File: config.mk
export PLATFORM = sky130hd
export DESIGN_NAME = rbch_sqrt
export DESIGN_NICKNAME = d
export VERILOG_FILES = /design/src/rtl/core/rbch_pkg.sv /design/src/rtl/core/rbch_sqrt.sv
export SDC_FILE = /design/constraint.sdc
export NUM_CORES = 1
export LEC_CHECK = 0
export BUFFER_PORTS_ARGS = -buffer_cell sky130_fd_sc_hd__buf_4
export CORE_AREA = 2 2 133 135
export CTS_BUF_LIST = sky130_fd_sc_hd__clkbuf_16
export DETAILED_ROUTE_END_ITERATION = 7
export DIE_AREA = 0 0 135 137
export GPL_ROUTABILITY_DRIVEN = 0
export PLACE_DENSITY = 0.64
export SYNTH_ARGS = -nofsm -noshare
export SYNTH_HDL_FRONTEND = slang
export SYNTH_SLANG_ARGS = --single-unit
File: constraint.sdc
create_clock -name i_clk -period 3.5 [get_ports i_clk]
set_input_delay 0 -clock i_clk [delete_from_list [all_inputs] [get_ports i_clk]]
set_output_delay 0 -clock i_clk [all_outputs]
set_load 0.03 [all_outputs]
File: src/rtl/core/rbch_pkg.sv
// Shared widths and types for the ray/box closest-hit block.
// No dependencies; imported by every module of the block.
`timescale 1ns / 1ps

package rbch_pkg;

    localparam int COORD_BITS    = 32;             // Q16.16 coordinates
    localparam int ENTITY_BITS   = 16;
    localparam int DIST_BITS     = 31;             // unsigned Q15.16 distance
    localparam int UNIT_SHIFT    = 30;             // Q2.30 unit direction
    localparam int MAG_BITS      = COORD_BITS + 1; // magnitude of a coordinate difference
    localparam int DIVIDEND_BITS = MAG_BITS + UNIT_SHIFT;
    localparam int DIVISOR_BITS  = 32;
    localparam int SUM_BITS      = 2 * COORD_BITS;
    localparam int ROOT_BITS     = SUM_BITS / 2;
    localparam int T_BITS        = 64;             // signed slab distance

    localparam logic CMD_RAY = 1'b0;
    localparam logic CMD_BOX = 1'b1;

    typedef logic signed [COORD_BITS-1:0] t_coord;
    typedef logic signed [T_BITS-1:0]     t_dist;

endpackage

File: src/rtl/core/rbch_sqrt.sv
// Iterative integer square root, one root bit per cycle.
// Depends on rbch_pkg for operand widths.
`timescale 1ns / 1ps

module rbch_sqrt (
    input  logic                          i_clk,
    input  logic                          i_rst_n,
    input  logic                          i_start,
    input  logic [rbch_pkg::SUM_BITS-1:0]  i_radicand,
    output logic                          o_done,
    output logic [rbch_pkg::ROOT_BITS-1:0] o_root
);
    import rbch_pkg::*;

    localparam int CNT_BITS = $clog2(ROOT_BITS);
    localparam int REM_BITS = ROOT_BITS + 2;

    logic                  r_busy;
    logic                  r_done;
    logic [CNT_BITS-1:0]   r_cnt;
    logic [SUM_BITS-1:0]   r_rad;
    logic [REM_BITS-1:0]   r_rem;
    logic [ROOT_BITS-1:0]  r_root;
    logic [REM_BITS+1:0]   w_cur;
    logic [REM_BITS+1:0]   w_trial;
    logic                  w_ge;

    // Bring down the next bit pair and try root*4+1
    always_comb begin
        w_cur   = {r_rem, r_rad[SUM_BITS-1 -: 2]};
        w_trial = {2'b00, r_root, 2'b01};
        w_ge    = (w_cur >= w_trial);
    end

    always_ff @(posedge i_clk) begin
        if (!i_rst_n) begin
            r_busy <= 1'b0;
            r_done <= 1'b0;
            r_cnt  <= '0;
        end else begin
            r_done <= 1'b0;
            if (i_start) begin
                r_busy <= 1'b1;
                r_cnt  <= CNT_BITS'(ROOT_BITS - 1);
                r_rad  <= i_radicand;
                r_rem  <= '0;
                r_root <= '0;
            end else if (r_busy) begin
                r_rad  <= {r_rad[SUM_BITS-3:0], 2'b00};
                r_rem  <= w_ge ? REM_BITS'(w_cur - w_trial) : REM_BITS'(w_cur);
                r_root <= {r_root[ROOT_BITS-2:0], w_ge};
                r_cnt  <= r_cnt - 1'b1;
                if (r_cnt == '0) begin
                    r_busy <= 1'b0;
                    r_done <= 1'b1;
                end
            end
        end
    end

    assign o_done = r_done;
    assign o_root = r_root;

endmodule

### After elaboration in Yosys (flattened, before gate mapping)

Cells that the tools add are included.

* word-level logic and storage cells: 26
* register bits after elaboration: 137
* output and inout bits: 33

* bitwise logic cells: 2
* order comparisons: 1
* add/sub/neg operators: 2
* multiplexer cells: 11
* reductions and logical operators: 4

Operators with widths (number)
* 64-bit 2-to-1 mux: 2
* 34-bit 2-to-1 mux: 2
* 36-bit by 34-bit greater-or-equal comparator with 1-bit output: 1
* 34-bit subtractor: 1
* 32-bit 2-to-1 mux: 1
* 5-bit 2-to-1 mux: 2
* 5-bit zero test: 1
* 5-bit by 1-bit subtractor with 5-bit output, second input constant: 1
* 1-bit 2-to-1 mux: 4
* 3-bit OR reduction: 1
* 1-bit inverter: 2
* 2-bit AND reduction: 1
* 2-bit nonzero test: 1

### Longest topological paths before layout

* depth after elaboration: 4
* gate-level depth with buffers: 14
* gate-level depth less buffers: 11

### Least setup slack after synthesis

OpenSTA, ideal clock, no wires.

* path type: register -> register
* start: reg r_busy
* end: reg r_root[0], in the netlist o_root[0], enable pin
* path slack: -331 ps
* setup time: 501 ps
* arrival: 3330 ps
* stages on the path, launching flop included: 2
* cell sequence: dfxtp_1 -> o21a_1

* longest elaborated chain between the ends: 2

Ends and longest elaborated chain
* start, declared: RTL line rbch_sqrt.sv:18 `logic r_busy;`
* start signal, assigned: RTL line rbch_sqrt.sv:37 `r_busy <= 1'b0;`
* start signal, assigned: RTL line rbch_sqrt.sv:43 `r_busy <= 1'b1;`
* start signal, assigned: RTL line rbch_sqrt.sv:54 `r_busy <= 1'b0;`
* 2-bit nonzero test (no source line)
* 2-bit AND reduction (no source line)
* end signal, assigned: RTL line rbch_sqrt.sv:51 `r_root <= {r_root[ROOT_BITS-2:0], w_ge};`
* end, declared: RTL line rbch_sqrt.sv:23 `logic [ROOT_BITS-1:0] r_root;`

No other way between the ends.
A chain may end at the register's enable or synchronous reset.

### Worst setup path after layout

* start: reg r_rad[62]
* end: reg r_rem[32] (data pin)

* longest elaborated chain between the ends: 3

Ends and longest elaborated chain
* start, declared: RTL line rbch_sqrt.sv:21 `logic [SUM_BITS-1:0] r_rad;`
* start signal, assigned: RTL line rbch_sqrt.sv:45 `r_rad <= i_radicand;`
* start signal, assigned: RTL line rbch_sqrt.sv:49 `r_rad <= {r_rad[SUM_BITS-3:0], 2'b00};`
* 34-bit subtractor or 36-bit by 34-bit greater-or-equal comparator with 1-bit output (tied branches): RTL line rbch_sqrt.sv:50, rbch_sqrt.sv:32
* 34-bit 2-to-1 mux *: RTL line rbch_sqrt.sv:50 `r_rem <= w_ge ? REM_BITS'(w_cur - w_trial) : REM_BITS'(w_cur);`
* 34-bit 2-to-1 mux *: RTL line rbch_sqrt.sv:48 `end else if (r_busy) begin`
* end signal, assigned: RTL line rbch_sqrt.sv:50
* end, declared: RTL line rbch_sqrt.sv:22 `logic [REM_BITS-1:0] r_rem;`

Every way passes the cells marked *; elsewhere a longest branch is shown, timed or not. The select of a mux whose other input is x is not followed.

==> out/metrics.yaml <==
synthesis:
  synth_top_area_share_pct: 51.5
  synth_seq_area_share_pct: 53.3
  async_reset_ff_share_pct: 0
  yosysTopAreaCell: "edfxtp_1"
  yosysWarnings: 0
  synth_area_um2: 7580
  synth_edf_count: 130
  synthTopCellsByCount: "130 x edfxtp_1, 73 x nand2_1, 62 x mux2_2"
  synth_cell_types: 52
  synthMostInstantiatedCell: "edfxtp_1"
  synth.avg_cell_area_um2: 11.4
  synthTopCellsByArea: "edfxtp_1 51%, mux2_2 9.2%, ha_1 5.9%, a21oi_1 3.8%, nand2_1 3.6%"
  synth_seq_cells: 137
  synthFlopType: "edfxtp_1"
  postSynthCellCount: 668
  syn_nets: 771
power_and_ir_drop:
  cellPowerDensity_nw_per_um2: 523
  leakage_nw: 4.02
  pwr-share-seq_pct: 39.8
  ir_drop_mv: 0.388
  comb_power_share_pct: 24.1
  switching_share_pct: 28.9
  internal-power_mw: 3.65
  switchingPower_mw: 1.49
  p_clk_share_pct: 36.2
sta:
  worstMarginPinSlew_ps: 621
  drv_slew: 0
  tns_ps: 0
  finalCritPeriodShare_pct: 88.6
  grt_setup_unrepaired: "false"
  skew_ps: 10.2
  fin_crit_ps: 3100
  holdWs_ps: 122
  max_freq_mhz: 322
  hold_viol_final: 0
  slew_headroom_pct: 58.6
  finalSetupViolations: 0
floorplanning:
  start_util_pct: 44.5
  dieWidth_um: 135
  die_h_um: 137
  dieArea_um2: 18500
  io_pins: 100
  rows: 48
  core_um2: 17100
flow_run:
  drv_cap: 0
global_routing:
  grtUsageMet3_pct: 5.56
  grt_pass1_vias: 5854
  overflow: 0
  gr-usage-met1_pct: 24.3
  top_usage_layer: "met2"
  grt_max_degree: 64
  track_usage_pct: 20.0
  grt_util_met2_pct: 34.3
  grt_pass1_wl_mm: 28.8
  antenna_found_initial: 1
clock_tree:
  cts_sinks: 137
  cts_max_level: 4
  post_cts_resized: 0
  numCtsBuffers: 17
  cts_tree: "yes"
  cts_max_path_buffers: 2
  clk_pin_slew_ps: 60
  cts_root_buf: "clkbuf_16"
  post_cts_buffers: 0
  cts_hold_buf: 65
  clk_latency_ps: 430
cells_and_area:
  drive_above_1_share_pct: 25.4
  nets: 938
  areaGrowthSynthToFinish_pct: 29.5
  fin_util_pct: 57.6
  fill_cells: 1417
  stdcell_count: 1073
worst_setup_path:
  path_class: "reg2reg"
  startpoint_type: "register"
  cp.depth: 12
  max_stage_delay_ps: 500
  critPathCapture: "r_rem[32]"
  rr_startpoint: "r_rad[62]"
  cp_slowest_cell: "or4_1"
  cp_top_family: "compound AO/OA/AOI/OAI gates"
  critPathBufInv: 2
  worstPathRequired_ps: 3770
  crit_fanout: 22
  cp-end-kind: "register"
  regToRegSetupSlack_ps: 400
  r2r_cells: 12
  r2r_end: "r_rem[32]"
  crit_start: "r_rad[62]"
  crit_chain: "inv_1 -> ha_1 -> nand2b_1 -> a211oi_1 -> or2_1 -> a221o_2 -> a21oi_4 -> a21oi_2 -> o21ai_4 -> buf_4 -> or4_1 -> o211ai_1"
  arrival_ps: 3370
detailed_routing:
  drt-vias-per-instance: 5.26
  first_pass_iters: 5
  totalWireLength_mm: 17.4
  drt-wirelength-per-cell_um: 16.2
  vias: 5648
  drc: 0
  drtIter0Drc: 337
  postRouteAntennaNets: 0
hold_path:
  hp-class: "in2reg"
run_status:
  status: "complete, no violations"
placement:
  placedCellCount: 976
  portBuffers: 99
  dpl.hpwl_mm: 11.2
worst min path at each step:
stage / startpoint / endpoint / slack, ps / depth (start not counted)
floorplan: i_rst_n / o_done / 150 / 1
global placement: i_radicand[0] / r_rad[0] / 290 / 2
detailed placement: i_radicand[0] / r_rad[0] / 290 / 2
CTS: i_start / o_root[4] / 110 / 2
global route: i_start / o_root[5] / 140 / 2
finish: i_start / o_root[4] / 120 / 2
worst reg2reg max path: stages (launching register included):
cell      delay [ps]
edfxtp_1         440
inv_1            100
ha_1             220
nand2b_1         200
a211oi_1         290
or2_1            220
a221o_2          220
a21oi_4          100
a21oi_2          220
o21ai_4           80
buf_4            220
or4_1            510
o211ai_1         110
state kept, by name (all words and copies together), names as in the netlist:
| signal | cells |
|---|---|
| o_root | 32 |
| r_cnt | 5 |
| r_rad | 64 |
| r_rem | 34 |
| o_done | 1 |
| r_busy | 1 |
routing by layer:
layer | wire length, µm | vias to the layer above
met5 | 0 | -
met4 | 273 | 0
met3 | 876 | 23
met2 | 8760 | 164
met1 | 7530 | 2692
li1 | - | 2769
through the flow:
stage	total power, mW	setup WS, ps	instance area (µm²)
floorplan	2.94	577	7580
global placement	3.21	554	8570
detailed placement	3.23	475	8570
CTS	5.15	449	9820
global route	5.38	222	9820
finish	5.13	398	9820
cell families (layout without fill, tap and decap cells):
logic type                 after synthesis  count (layout)  share of synthesized area [%]
and+or+nand+nor                        188             188                           11.4
DFF                                    137             137                           53.3
AOI/OAI and AO/OA                      147             147                           12.7
adders and majority gates               36              36                           5.94
muxes                                   63              63                           9.34
other                                    0               1                              0
xor gates and xnor gates                30              30                           3.46
buffers and inverters                   67             246                           3.78
power by group through the flow:
stage / combinational, mW / clock, mW / sequential, mW
after floorplan: 0.839 / 0 / 2.10
after global placement: 1.14 / 0 / 2.06
after detailed placement: 1.16 / 0 / 2.07
after CTS: 1.23 / 1.89 / 2.04
after global routing: 1.37 / 1.96 / 2.05
final: 1.24 / 1.86 / 2.04
layout make-up:
| class | count | area, µm² | share of cell area, % |
|---|---|---|---|
| sequential | 137 | 4040 | 41.2 |
| multi-input combinational | 464 | 3260 | 33.2 |
| timing repair buffer | 173 | 1470 | 15.0 |
| clock buffer | 17 | 425 | 4.33 |
| tap | 225 | 282 | 2.87 |
| clock inverter | 14 | 174 | 1.77 |
| inverter | 42 | 158 | 1.61 |
| antenna | 1 | 2.50 | 0.0255 |
cell usage in the layout (no fill, tap or decap), types with 3 or more instances in the layout:
cell,synthesis,layout
a211oi_1,3,3
a211oi_2,3,3
a21boi_0,5,5
a21o_1,26,26
a21oi_1,57,57
a21oi_4,3,3
a31oi_1,4,4
and3_1,5,5
buf_4,1,107
bufinv_16,0,3
clkbuf_16,0,17
clkinv_4,0,3
dfxtp_1,7,7
dlygate4sd3_1,0,65
edfxtp_1,130,130
ha_1,36,36
inv_1,42,42
mux2_2,62,62
nand2_1,73,73
nand2b_1,8,8
nand3_1,13,13
nand4_1,6,6
nor2_1,55,55
nor2b_1,3,3
nor3_1,5,5
o2111ai_1,3,3
o211ai_1,6,6
o21a_1,5,4
o21ai_0,16,16
o21ai_1,5,5
o21bai_1,3,3
or2_2,4,4
xnor2_1,18,18
xor2_1,12,12
(Power assumes the default switching activity.)
