--- config.mk ---
export PLATFORM = sky130hd
export DESIGN_NAME = rbch_div
export DESIGN_NICKNAME = d
export VERILOG_FILES = /design/src/rtl/core/rbch_pkg.sv /design/src/rtl/core/rbch_div.sv
export SDC_FILE = /design/constraint.sdc
export NUM_CORES = 1
export LEC_CHECK = 0
export BUFFER_PORTS_ARGS = -buffer_cell sky130_fd_sc_hd__buf_2
export CAP_MARGIN = 30
export CORE_UTILIZATION = 30
export DETAILED_ROUTE_END_ITERATION = 16
export MAX_ROUTING_LAYER = met4
export SLEW_MARGIN = 20
export SYNTH_ARGS = -nofsm -noshare
export SYNTH_HDL_FRONTEND = slang
export SYNTH_SLANG_ARGS = --single-unit
--- constraint.sdc ---
create_clock -name i_clk -period 4.5 [get_ports i_clk]
set_input_delay 0.45 -clock i_clk [delete_from_list [all_inputs] [get_ports i_clk]]
set_output_delay 0.45 -clock i_clk [all_outputs]
set_load 0.03 [all_outputs]
--- src/rtl/core/rbch_pkg.sv ---
// Shared widths and types for the ray/box closest-hit block.
// No dependencies; imported by every module of the block.
`timescale 1ns / 1ps

package rbch_pkg;

    localparam int COORD_BITS    = 32;             // Q16.16 coordinates
    localparam int ENTITY_BITS   = 16;
    localparam int DIST_BITS     = 31;             // unsigned Q15.16 distance
    localparam int UNIT_SHIFT    = 30;             // Q2.30 unit direction
    localparam int MAG_BITS      = COORD_BITS + 1; // magnitude of a coordinate difference
    localparam int DIVIDEND_BITS = MAG_BITS + UNIT_SHIFT;
    localparam int DIVISOR_BITS  = 32;
    localparam int SUM_BITS      = 2 * COORD_BITS;
    localparam int ROOT_BITS     = SUM_BITS / 2;
    localparam int T_BITS        = 64;             // signed slab distance

    localparam logic CMD_RAY = 1'b0;
    localparam logic CMD_BOX = 1'b1;

    typedef logic signed [COORD_BITS-1:0] t_coord;
    typedef logic signed [T_BITS-1:0]     t_dist;

endpackage

--- src/rtl/core/rbch_div.sv ---
// Iterative restoring divider, one quotient bit per cycle.
// Depends on rbch_pkg for operand widths.
`timescale 1ns / 1ps

module rbch_div (
    input  logic                              i_clk,
    input  logic                              i_rst_n,
    input  logic                              i_start,
    input  logic [rbch_pkg::DIVIDEND_BITS-1:0] i_dividend,
    input  logic [rbch_pkg::DIVISOR_BITS-1:0]  i_divisor,
    output logic                              o_done,
    output logic [rbch_pkg::DIVIDEND_BITS-1:0] o_quotient
);
    import rbch_pkg::*;

    localparam int CNT_BITS = $clog2(DIVIDEND_BITS);

    logic                     r_busy;
    logic                     r_done;
    logic [CNT_BITS-1:0]      r_cnt;
    logic [DIVISOR_BITS-1:0]  r_rem;
    logic [DIVISOR_BITS-1:0]  r_den;
    logic [DIVIDEND_BITS-1:0] r_quo;
    logic [DIVISOR_BITS:0]    w_trial;
    logic                     w_ge;

    // Shift the next dividend bit into the partial remainder
    always_comb begin
        w_trial = {r_rem, r_quo[DIVIDEND_BITS-1]};
        w_ge    = (w_trial >= {1'b0, r_den});
    end

    // Advance one quotient bit per cycle
    always_ff @(posedge i_clk) begin
        if (!i_rst_n) begin
            r_busy <= 1'b0;
            r_done <= 1'b0;
            r_cnt  <= '0;
        end else begin
            r_done <= 1'b0;
            if (i_start) begin
                r_busy <= 1'b1;
                r_cnt  <= CNT_BITS'(DIVIDEND_BITS - 1);
                r_rem  <= '0;
                r_den  <= i_divisor;
                r_quo  <= i_dividend;
            end else if (r_busy) begin
                r_rem <= w_ge ? DIVISOR_BITS'(w_trial - {1'b0, r_den})
                              : w_trial[DIVISOR_BITS-1:0];
                r_quo <= {r_quo[DIVIDEND_BITS-2:0], w_ge};
                r_cnt <= r_cnt - 1'b1;
                if (r_cnt == '0) begin
                    r_busy <= 1'b0;
                    r_done <= 1'b1;
                end
            end
        end
    end

    assign o_done     = r_done;
    assign o_quotient = r_quo;

endmodule

* Word level (Yosys, flattened, before mapping)
Index checks and enable logic that the tools add are counted.
Word-level totals: input port bits 98, flip-flop bits (word level) 135, logic and storage cells 28
Cells by class: bitwise gates (word level) 2, mux-type cells 10, magnitude comparators 1, $add $sub $neg 2, reductions and logical operators 6
Operators by type and width (number):
- 63-bit 2-to-1 mux | 2
- 32-bit 2-to-1 mux | 2
- 33-bit by 32-bit greater-or-equal comparator with 1-bit output | 1
- 32-bit subtractor | 1
- 6-bit 2-to-1 mux | 2
- 6-bit logical NOT | 1
- 6-bit by 1-bit subtractor with 6-bit output, second input constant | 1
- 1-bit 2-to-1 mux | 4
- 2-bit AND reduction | 2
- 3-bit OR reduction | 1
- 1-bit inverter | 2
- 2-bit nonzero test | 1
- 2-bit OR reduction | 1

* Depth between registers and ports, before layout
Gate-level depths: netlist of run 1.
word-level depth 4, gate-level depth with buffers 13

* Worst setup path before layout of run 1
OpenSTA, ideal clock, no wires.
kind input to register, start point in i_start, end point reg r_quo[0], in the netlist o_quotient[0] (enable), setup slack 0.910 ns, arrival 3.128 ns, stages on the path 3, setup time 0.462 ns, cells stage by stage clkbuf_1 clkbuf_1 o21a_1
On the way: longest elaborated chain between the ends 2
RTL lines:
- from (decl) | line rbch_div.sv:8 | input logic i_start,
- 2-bit nonzero test (no line)
- 2-bit AND reduction (no line)
- to (signal assigned) | line rbch_div.sv:46 | r_quo <= i_dividend;
- to (signal assigned) | line rbch_div.sv:50 | r_quo <= {r_quo[DIVIDEND_BITS-2:0], w_ge};
- to (decl) | line rbch_div.sv:23 | logic [DIVIDEND_BITS-1:0] r_quo;
Every way passes these cells. A chain may end at the register's enable or synchronous reset.

* Worst setup path in the final report of run 1
start point reg r_rem[9], end point reg r_rem[0] (data pin)
On the way: longest elaborated chain between the ends 3
RTL lines:
- from (decl) | line rbch_div.sv:21 | logic [DIVISOR_BITS-1:0] r_rem;
- from (signal assigned) | line rbch_div.sv:48 | r_rem <= w_ge ? DIVISOR_BITS'(w_trial - {1'b0, r_den})
- 33-bit by 32-bit greater-or-equal comparator with 1-bit output | line rbch_div.sv:30 | w_ge = (w_trial >= {1'b0, r_den});
- 32-bit 2-to-1 mux | line rbch_div.sv:48
- 32-bit 2-to-1 mux | line rbch_div.sv:47 | end else if (r_busy) begin
Every way passes these cells. The select of a mux whose other input is x is not followed.

==> impl_metrics.yaml, run 1 <==
clocking:
  cts_root_buf: "clkbuf_16"
  numCtsBuffers: 17
  cts.repair.resized: 0
  ctsHoldBuffers: 0
  post_cts_buffers: 0
  cts_tree: "done"
  htree_levels: 4
  clock_latency_ns: 0.42
  path_clk_slew_ns: 0.07
  cts_num_sinks: 135
  clockBufferDepth: 2
synth:
  synth_seq_cells: 135
  syn_area_um2: 7420
  synth_top_area_share: 0.514
  synth_cell_types: 59
  synthCells: 637
  synth_nets: 770
  async_flop_share: 0
  synth_edf_count: 127
  syn_area_per_cell_um2: 11.6
  synth_flop_cell: "edfxtp_1"
  synth_seq_area_share: 0.535
  yosysTopAreaCell: "edfxtp_1"
  yosys_warnings: 0
  synthTopCellsByArea: "edfxtp_1, mux2_2, ha_1"
setup_path:
  endpoint_kind: "flip-flop"
  cp_slowest_cell: "or2_1"
  path_buf_inv: 1
  worst-path-max-fanout: 21
  start_kind: "flip-flop"
  cp.depth: 10
  worstSetupPathType: "flip-flop to flip-flop"
  cp_top_family: "compound AO/OA/AOI/OAI gates"
  critPathArrivalTime_ns: 3.57
  crit_required_ns: 4.74
  cp_cell_sequence: "ha_1 > and4_1 > o2111ai_2 > a31oi_4 > o21ai_2 > a2111oi_4 > or2_1 > buf_4 > nor2_1 > a211oi_1"
  r2r_cells: 10
  critPathMaxStageDelay_ns: 0.55
grt:
  grt_pass1_vias: 5707
  grt_antenna_before_repair: 1
  grt_use_total: 0.149
  grt_pass1_wl_mm: 29.1
  overflow: 0
  grt_start_max_net_pins: 66
hold_path:
  worstHoldPathType: "input port to flip-flop"
  worstHoldPathCells: 1
finish:
  multi_input_area_um2: 3150
  drive_above_1_share: 0.344
  area_growth_pct: 23.5
  fillers: 2422
  register_area_um2: 3970
  final_nets: 932
sta:
  fin_crit_ns: 3.33
  worstMarginPinSlew_ns: 0.791
  setup_ws_ns: 1.17
  final_hold_viol_count: 0
  fin_crit_sh: 0.741
  slew_headroom: 0.473
  fin_tns_setup_ns: 0
  fin_skew_ns: 0.0129
  rsz0062_at_grt: "no"
  slew_viol_final: 0
  final-setup-viol-count: 0
  fmax_mhz: 300
place:
  io_buffer_count: 161
  dp_hpwl_mm: 12.6
  routabilityCongestion: 0.847
  dpl_worst_slack_ns: 1.19
power:
  p_leak_nw: 3.77
  power.density_nw_per_um2: 411
  vdd_drop_max_v: 0.000214
job:
  cap_violations: 0
routing:
  drcViolationCount: 0
  first_pass_iters: 5
  drt_iter0_drc: 284
  wl_per_cell_um: 15.7
  ant_nets: 0
  wirelength_mm: 17.9
  dr_total_vias: 5495
  vias_per_cell: 4.83
floorplanning:
  die_x_um: 159
  start_util: 0.305
  die_y_um: 159
  design.core.area_um2: 24300
  die_area_um2: 25400
  num_rows: 57
  io_pins: 162
status:
  status: "complete, no violations"
-- final cells by class --
cell class                 count  area share
clock inverter                15      0.0146
clock buffer                  17      0.0464
tap                          324      0.0443
antenna                        1    0.000273
timing repair buffer         169      0.0970
multi-input combinational    427       0.344
inverter                      49      0.0201
sequential                   135       0.434
-- flip-flops by register name (all words and copies together) (netlist names) --
register	flops
o_quotient	63
r_den	32
r_rem	32
r_cnt	6
o_done	1
r_busy	1
-- final timing paths --
check	from	end	slack (ns)
worst min-delay path	i_divisor[21]	r_den[21]	0.20
worst max-delay path	r_rem[9]	r_rem[0]	1.17
worst max register to register	r_rem[9]	r_rem[0]	1.17
worst min register to register	r_cnt[1]	r_cnt[1]	0.57
-- metal layers --
metal,vias to the layer above,track usage,share of wire
li1,2684,-,-
met1,2611,0.183,0.45
met2,188,0.243,0.47
met3,12,0.0391,0.067
met4,0,0.0372,0.0099
met5,-,-,0
-- layout by cell type, fill, tap and decap left out, types with 12 or more instances in the layout --
cell type,count
nor2_1,32
inv_1,49
buf_2,160
nand3_1,14
o21ai_0,13
edfxtp_1,127
ha_1,34
nand2_1,65
clkbuf_16,17
a21oi_1,47
nor3_1,12
mux2_2,63
xnor2_1,16
-- synth_stat cells (9+ instances only) --
cell      instances
mux2_2           63
xnor2_1          16
clkbuf_1         12
a21boi_0         11
edfxtp_1        127
ha_1             34
a21oi_1          47
inv_1            49
nor3_1           12
nand2_1          65
nand3_1          14
o21ai_0          13
a21o_1           11
nor2_1           33
o21a_1            9
xor2_1           10
-- metrics by stage --
stage	power, mW	util	std cells	hold slack (ns)	area [um2]
6_report	3.76	0.377	1137	0.203	9160
5_1_grt	3.94	0.377	1137	0.188	9160
4_1_cts	3.80	0.375	1135	0.187	9130
3_5_place_dp	2.43	0.352	1103	0.557	8570
3_3_place_gp	2.43	0.352	1103	0.552	8570
2_1_floorplan	2.21	-	637	0.530	7420
-- where the power goes --
group	switching, mW	internal, mW	leakage (nW)	total [mW]
Combinational	0.516	0.344	2.21	0.860
Sequential	0.0491	1.50	1.28	1.55
Clock	0.620	0.730	0.276	1.35
Total	1.18	2.58	3.77	3.76
-- cells by family (layout without fill, tap and decap cells) --
logic type | count (synthesis) | in the layout | synth area share
other | 0 | 1 | 0
adder cells (fa/ha/maj) | 35 | 35 | 0.0600
XOR/XNOR | 26 | 26 | 0.0307
flip-flops | 135 | 135 | 0.535
AND/OR/NAND/NOR | 164 | 164 | 0.105
AO/OA/AOI/OAI | 139 | 139 | 0.131
buffers and inverters | 75 | 250 | 0.0416
multiplexers | 63 | 63 | 0.0956
-- worst reg2reg max path, delay by kind of cell (launching register included) --
kind | cells | cell delay, ns
flops | 1 | 0.40
fa+ha+maj | 1 | 0.44
compound gates | 5 | 1.03
simple gates | 3 | 0.91
buf+inv | 1 | 0.38
No activity file was read; power rests on OpenSTA's default activity.
==> run 2, diff against run 1 <==
Clock period 4.5 ns to 3.2 ns, I/O delays scaled along.
==> impl_metrics.yaml, run 2 (same netlist as run 1, synthesis figures left out) <==
grt:
  grt_pass1_wl_mm: 29.0
  grt_start_max_net_pins: 63
  grt_use_total: 0.150
  overflow: 0
  grt_antenna_before_repair: 0
  grt_pass1_vias: 5667
setup_path:
  path_common_cell: "nor4b_2"
  r2r_cells: 11
  cp_cell_sequence: "inv_1 > ha_1 > fa_1 > nand2b_1 > a211oi_2 > nor4b_2 > o2111ai_1 > a31oi_1 > o311ai_2 > nor4b_2 > a211o_1"
  cp.depth: 11
  critPathArrivalTime_ns: 3.11
  worst-path-max-fanout: 4
  start_kind: "flip-flop"
  cp_slowest_cell: "fa_1"
  worstSetupPathType: "flip-flop to flip-flop"
  critPathMaxStageDelay_ns: 0.38
  crit_required_ns: 3.37
  endpoint_kind: "flip-flop"
  path_buf_inv: 1
  cp_top_family: "compound AO/OA/AOI/OAI gates"
finish:
  fillers: 2355
  fin_util: 0.380
  largest_reg_flops: 63
  final_nets: 933
  drive_above_1_share: 0.345
  area_growth_pct: 24.5
  final_common_cell: "buf_2"
  layout_common_cells: "buf_2, edfxtp_1, nand2_1"
  fin_cells: 1138
  multi_input_area_um2: 3150
  register_area_um2: 3970
sta:
  worstMarginPinSlew_ns: 0.660
  slew_headroom: 0.560
  rsz0062_at_grt: "no"
  fin_crit_sh: 0.917
  fmax_mhz: 341
  fin_crit_ns: 2.93
  fin_tns_setup_ns: 0
  final_hold_viol_count: 0
  final-setup-viol-count: 0
  slew_viol_final: 0
  fin_skew_ns: 0.0118
routing:
  first_pass_iters: 5
  vias_per_cell: 4.76
  wl_per_cell_um: 15.5
  dr_total_vias: 5415
  ant_nets: 0
  wirelength_mm: 17.7
  drt_iter0_drc: 258
  drcViolationCount: 0
hold_path:
  worstHoldPathType: "input port to flip-flop"
  worstHoldPathCells: 1
power:
  vdd_drop_max_v: 0.000313
  power.density_nw_per_um2: 595
  p_leak_nw: 3.79
clocking:
  path_clk_slew_ns: 0.06
  cts_tree: "done"
  cts_root_buf: "clkbuf_16"
  numCtsBuffers: 17
  clockBufferDepth: 2
  htree_levels: 4
  clock_latency_ns: 0.42
  cts_num_sinks: 135
status:
  status: "complete, no violations"
place:
  routabilityCongestion: 0.839
  dp_hpwl_mm: 12.6
  io_buffer_count: 161
  dpl.cell_count: 1105
floorplanning:
  start_util: 0.305
  die_area_um2: 25400
  num_rows: 57
  design.core.area_um2: 24300
  io_pins: 162
  die_x_um: 159
  die_y_um: 159
job:
  cap_violations: 0
==> run 2: where the power goes <==
| part | internal (mW) | switching, mW |
|---|---|---|
| Combinational | 0.489 | 0.722 |
| Clock | 1.25 | 0.848 |
| Sequential | 2.12 | 0.0683 |
| Total | 3.85 | 1.64 |
==> run 2: area by class of cell <==
class / count / area share
clock inverter: 14 / 0.0205
multi-input combinational: 427 / 0.341
timing repair buffer: 170 / 0.0975
antenna: 2 / 0.000542
sequential: 135 / 0.430
clock buffer: 17 / 0.0461
tap: 324 / 0.0439
inverter: 49 / 0.0199
==> run 2: final timing paths <==
path | endpoint | slack, ns | start
max reg2reg | r_rem[28] | 0.27 | o_quotient[62]
min reg2reg | r_cnt[1] | 0.57 | r_cnt[1]
max | r_rem[28] | 0.27 | o_quotient[62]
min | r_den[6] | 0.07 | i_divisor[6]
==> run 2: repair_timing <==
| action | 4_1_cts | 5_1_grt |
|---|---|---|
| setup endpoints to repair | 0 | 1 |
| buffers inserted | 0 | 0 |
| gates resized for setup | 0 | 1 |
| endpoints found under the hold margin | 0 | 0 |
| hold buffers | 0 | 0 |
==> run 2: metal layers <==
layer  up-vias  track usage  wire (um)
met5         -            -          0
met3        21       0.0354        989
met1      2533        0.185       8130
met4         0       0.0503        306
met2       169        0.240       8230
li1       2692            -          -
==> run 2: worst register-to-register path, stage by stage (launching register included) <==
cell,delay (ns)
edfxtp_1,0.36
inv_1,0.05
ha_1,0.22
fa_1,0.38
nand2b_1,0.20
a211oi_2,0.25
nor4b_2,0.11
o2111ai_1,0.22
a31oi_1,0.18
o311ai_2,0.36
nor4b_2,0.08
a211o_1,0.29
==> run 2: stage by stage <==
step / instance area [um2] / worst slack [ns] / hold WS (ns) / power [mW]
after global placement: 8610 / 0.306 / 0.498 / 3.42
after global routing: 9230 / 0.0153 / 0.0483 / 5.76
after detailed placement: 8610 / 0.203 / 0.498 / 3.43
final: 9240 / 0.266 / 0.0674 / 5.49
after CTS: 9220 / 0.182 / 0.0487 / 5.55
after floorplan: 7420 / 0.224 / 0.419 / 3.11
